File: config.mk
export PLATFORM = sky130hd
export DESIGN_NAME = tds_div
export DESIGN_NICKNAME = d
export VERILOG_FILES = /design/src/rtl/tds_pkg.sv /design/src/rtl/tds_div.sv
export SDC_FILE = /design/constraint.sdc
export NUM_CORES = 1
export LEC_CHECK = 0
export ABC_AREA = 1
export BUFFER_PORTS_ARGS = -buffer_cell sky130_fd_sc_hd__buf_2
export CAP_MARGIN = 20
export CORE_MARGIN = 4
export CORE_UTILIZATION = 55
export CTS_CLUSTER_SIZE = 10
export DETAILED_ROUTE_END_ITERATION = 8
export GPL_TIMING_DRIVEN = 0
export MAX_ROUTING_LAYER = met4
export PLACE_DENSITY = 0.74
export SYNTH_ARGS = -nofsm -noshare
export SYNTH_HDL_FRONTEND = slang
export SYNTH_SLANG_ARGS = --single-unit
File: constraint.sdc
create_clock -name clk -period 19.1 [get_ports clk]
set_input_delay 0.955 -clock clk [delete_from_list [all_inputs] [get_ports clk]]
set_output_delay 0.955 -clock clk [all_outputs]
set_load 0.02 [all_outputs]
File: src/rtl/tds_pkg.sv
package tds_pkg;

  localparam int MAX_ROWS = 64;
  localparam int ROW_W    = $clog2(MAX_ROWS);
  localparam int RC_W     = 7;
  localparam int ADDR_W   = 3;

  localparam logic [ADDR_W-1:0] REG_ROW_COUNT = '0;

  typedef enum logic [3:0] {
    S_IDLE,
    S_RD,
    S_MUL1,
    S_DEN,
    S_NO,
    S_DIV1_GO,
    S_DIV1_WAIT,
    S_DIV2_GO,
    S_DIV2_WAIT,
    S_BWT,
    S_BMUL,
    S_BADD,
    S_EWT,
    S_EOUT
  } state_t;

  typedef struct packed {
    logic               done;
    logic               err;
    logic signed [31:0] quo;
  } div_res_t;

  typedef struct packed {
    logic               err;
    logic signed [31:0] val;
  } sat_t;

  function automatic sat_t sat32(input logic signed [63:0] v);
    sat_t s;
    if (v > 64'sh7FFF_FFFF) begin
      s.err = 1'b1;
      s.val = 32'sh7FFF_FFFF;
    end else if (v < -64'sh8000_0000) begin
      s.err = 1'b1;
      s.val = 32'sh8000_0000;
    end else begin
      s.err = 1'b0;
      s.val = v[31:0];
    end
    return s;
  endfunction

endpackage

File: src/rtl/tds_div.sv
module tds_div (
  input  logic               clk,
  input  logic               rst,
  input  logic               start,
  input  logic signed [31:0] num,
  input  logic signed [31:0] den,
  output tds_pkg::div_res_t  res
);
  import tds_pkg::*;

  logic        busy;
  logic        fin;
  logic [5:0]  cnt;
  logic [47:0] nsh;
  logic [47:0] q;
  logic [32:0] rem;
  logic [31:0] dm;
  logic        neg;
  logic [32:0] remsh;
  logic        ge;

  assign remsh = {rem[31:0], nsh[47]};
  assign ge    = remsh >= {1'b0, dm};

  always_ff @(posedge clk) begin
    if (rst) begin
      busy     <= 1'b0;
      fin      <= 1'b0;
      res.done <= 1'b0;
    end else begin
      res.done <= 1'b0;
      if (start) begin
        if (den == 32'sd0) begin
          res.done <= 1'b1;
          res.err  <= 1'b1;
          res.quo  <= num[31] ? 32'sh8000_0000 : 32'sh7FFF_FFFF;
        end else begin
          busy <= 1'b1;
          cnt  <= '0;
          nsh  <= {(num[31] ? (~num + 32'd1) : num), 16'd0};
          dm   <= den[31] ? (~den + 32'd1) : den;
          rem  <= '0;
          q    <= '0;
          neg  <= num[31] ^ den[31];
        end
      end else if (busy) begin
        rem <= ge ? (remsh - {1'b0, dm}) : remsh;
        q   <= {q[46:0], ge};
        nsh <= {nsh[46:0], 1'b0};
        cnt <= cnt + 6'd1;
        if (cnt == 6'd47) begin
          busy <= 1'b0;
          fin  <= 1'b1;
        end
      end else if (fin) begin
        fin      <= 1'b0;
        res.done <= 1'b1;
        if (!neg) begin
          res.err <= q > 48'h7FFF_FFFF;
          res.quo <= (q > 48'h7FFF_FFFF) ? 32'sh7FFF_FFFF : q[31:0];
        end else begin
          res.err <= q > 48'h8000_0000;
          res.quo <= (q > 48'h8000_0000) ? 32'sh8000_0000 : (~q[31:0] + 32'd1);
        end
      end
    end
  end

endmodule

==> results.json <==
{
  "p_sw_w": 0.000386,
  "peakVddDrop_v": 0.0000596,
  "grt_max_degree": 34,
  "mostFrequentLayoutCell": "nand2_1",
  "grt_pass1_vias": 11084,
  "fmax_ghz": 0.297,
  "grt_pass1_wl_mm": 57.7,
  "seq_power_share": 0.434,
  "numPortBuffers": 98,
  "wl_per_cell_um": 16.2,
  "cts_htree_levels": 4,
  "cp.required_ps": 19240,
  "syn_nets": 1877,
  "critPathKind": "primary input to register",
  "dr.pass1.iters": 5,
  "postSynthAreaPerCell_um2": 7.37,
  "drcViolationCount": 0,
  "intPower_w": 0.000756,
  "syn_area_um2": 13100,
  "max_cap_viol_count": 0,
  "routed_wl_mm": 36.1,
  "slew_viol_final": 0,
  "tightest_slew_ps": 920,
  "drive_gt1_frac": 0.109,
  "power_density_nw_per_um2": 77.8,
  "drt-vias-per-instance": 5.27,
  "grtUsageTotal": 0.285,
  "hold_violations": 0,
  "hold_buffers": 0,
  "root_buffer": "clkbuf_16",
  "die_area_um2": 26300,
  "power.leakage_nw": 7.05,
  "antenna_found_initial": 1,
  "initialDrtViolationCount": 1195,
  "crit_path_end_kind": "register",
  "setup_viol": 0,
  "p_comb_frac": 0.246,
  "area_growth_pct": 12.3,
  "tritoncts": "built",
  "rrSetupSlack_ps": 16450,
  "p_clk_frac": 0.320,
  "tns_ps": 0,
  "synth_cells": 1773,
  "num_rows": 56,
  "initial_utilization": 0.558,
  "swShare": 0.338,
  "dpl_cell_area_um2": 14100,
  "grt_overflow_total": 0,
  "cts_inserted_buffers": 17,
  "reg2regPathDepth": 13,
  "synth-seq-area-share": 0.428,
  "worstHoldPathCells": 2,
  "layout_common_cells": "nand2_1 (519), inv_1 (293), nor2_1 (256), edfxtp_1 (184), buf_2 (102)",
  "clk_pin_slew_ps": 70,
  "critPathLaunchType": "primary input",
  "slew-limit-headroom": 0.385,
  "clockBufferDepth": 2,
  "outcome": "completed",
  "ys_warn_count": 0,
  "core-area_um2": 23400,
  "ant_nets": 0,
  "multi_input_area_um2": 6120,
  "die_w_um": 162,
  "cp_data_arrival_time_ps": 3500,
  "clock-sinks": 187,
  "ys_ff_latch": 187,
  "chipHeight_um": 162,
  "cp_max_fo": 31,
  "gp_routability_congestion": 0.994,
  "hp-class": "register to register",
  "period_share": 0.176,
  "post-cts-setup-buffers": 0,
  "ys_types": 47,
  "insertion_delay_ps": 450,
  "finClkSkew_ps": 17.6,
  "vias": 11737,
  "cts_resized": 0,
  "regArea_um2": 5590,
  "finalCriticalPeriod_ps": 3370,
  "rsz0062_at_grt": "false",
  "n_fill_cell": 2203,
  "design_area_um2": 14700,
  "place_hpwl_mm": 28.5,
  "ioPinCount": 101,
  "fin_nets": 1998
}
[final timing paths]
path                              start  endpoint
worst max-delay path             den[0]   rem[10]
worst min-delay path               busy      busy
worst max register to register  rem[23]   rem[24]
worst min register to register     busy      busy
[metal layers]
layer	share of wire	wire (um)	track usage	vias up
met4	0.012	433	0.0523	0
met1	0.46	16700	0.408	5384
met2	0.45	16200	0.441	451
met3	0.076	2740	0.0414	38
li1	-	-	-	5864
met5	0	0	-	-
[worst max-delay path, cell delays in order]
cell and delay [ps]:
buf_2 110, inv_1 60, ha_1 210, inv_1 80, nor3_1 60, nand3_1 80, nor2_1 50, nand4_1 200
inv_1 120, nand2_1 180, nand2_1 120, nor2_4 710, buf_12 290, buf_12 230
[cell usage after synthesis, drive strengths merged]
master	n	share of area
o31ai	3	0.0017
clkinv	2	0.00096
nor3	21	0.0093
edfxtp	184	0.42
o21bai	2	0.0011
ha	36	0.034
or2	3	0.0014
dfxtp	3	0.0046
o41ai	1	0.00067
nand2	535	0.16
a211oi	1	0.00057
fa	1	0.0015
inv	298	0.086
o211ai	4	0.0023
nand3b	21	0.012
or3	1	0.00048
xor2	55	0.037
and2	6	0.0029
o21ai	76	0.029
nor2	280	0.087
clkbuf	26	0.0075
a31oi	9	0.0043
nor4	3	0.0014
buf	18	0.012
nand3	106	0.044
xnor2	9	0.0060
nand4	31	0.015
a21oi	36	0.014
and3	2	0.00096
[power groups by stage]
stage / clock network (W) / registers [W] / logic, W
3_5_place_dp: 0 / 0.000505 / 0.000275
5_1_grt: 0.000386 / 0.000498 / 0.000315
4_1_cts: 0.000367 / 0.000496 / 0.000277
2_1_floorplan: 0 / 0.000503 / 0.000196
3_3_place_gp: 0 / 0.000508 / 0.000270
6_report: 0.000365 / 0.000496 / 0.000281
[stage by stage]
| step | total power (W) | hold WS, ps | setup slack [ps] | util | instances |
|---|---|---|---|---|---|
| 5_1_grt | 0.00120 | 519 | 15500 | 0.627 | 2228 |
| 6_report | 0.00114 | 477 | 15730 | 0.627 | 2228 |
| 3_3_place_gp | 0.000778 | 436 | 9010 | 0.596 | 2190 |
| 3_5_place_dp | 0.000780 | 450 | 15280 | 0.601 | 2194 |
| 2_1_floorplan | 0.000699 | 426 | 11880 | - | 1773 |
| 4_1_cts | 0.00114 | 475 | 15710 | 0.627 | 2226 |
[state kept, by name, summed over array words and instances (netlist names)]
name and flops:
dm 32, busy 1, neg 1, cnt 6, res 34, rem 32, nsh 32, q 48
fin 1
[cell type report]
type / count / share of cell area
multi-input cells: 1242 / 0.417
repair buffers: 102 / 0.0389
plain buffers: 44 / 0.0176
clock inverters: 14 / 0.0113
flip-flops and latches: 187 / 0.381
diodes: 2 / 0.000341
clock buffers: 18 / 0.0299
well taps: 319 / 0.0272
inverters: 300 / 0.0771
[cells by family (layout without fill, tap and decap cells)]
| kind of cell | Yosys count | in the layout | synth area share |
|---|---|---|---|
| and+or+nand+nor | 1009 | 1009 | 0.333 |
| buffers and inverters | 344 | 478 | 0.106 |
| DFF | 187 | 187 | 0.428 |
| AOI/OAI and AO/OA | 132 | 132 | 0.0539 |
| xor gates and xnor gates | 64 | 64 | 0.0429 |
| adders and majority gates | 37 | 37 | 0.0360 |
| other | 0 | 2 | 0 |
No activity file was read; power rests on OpenSTA's default activity.
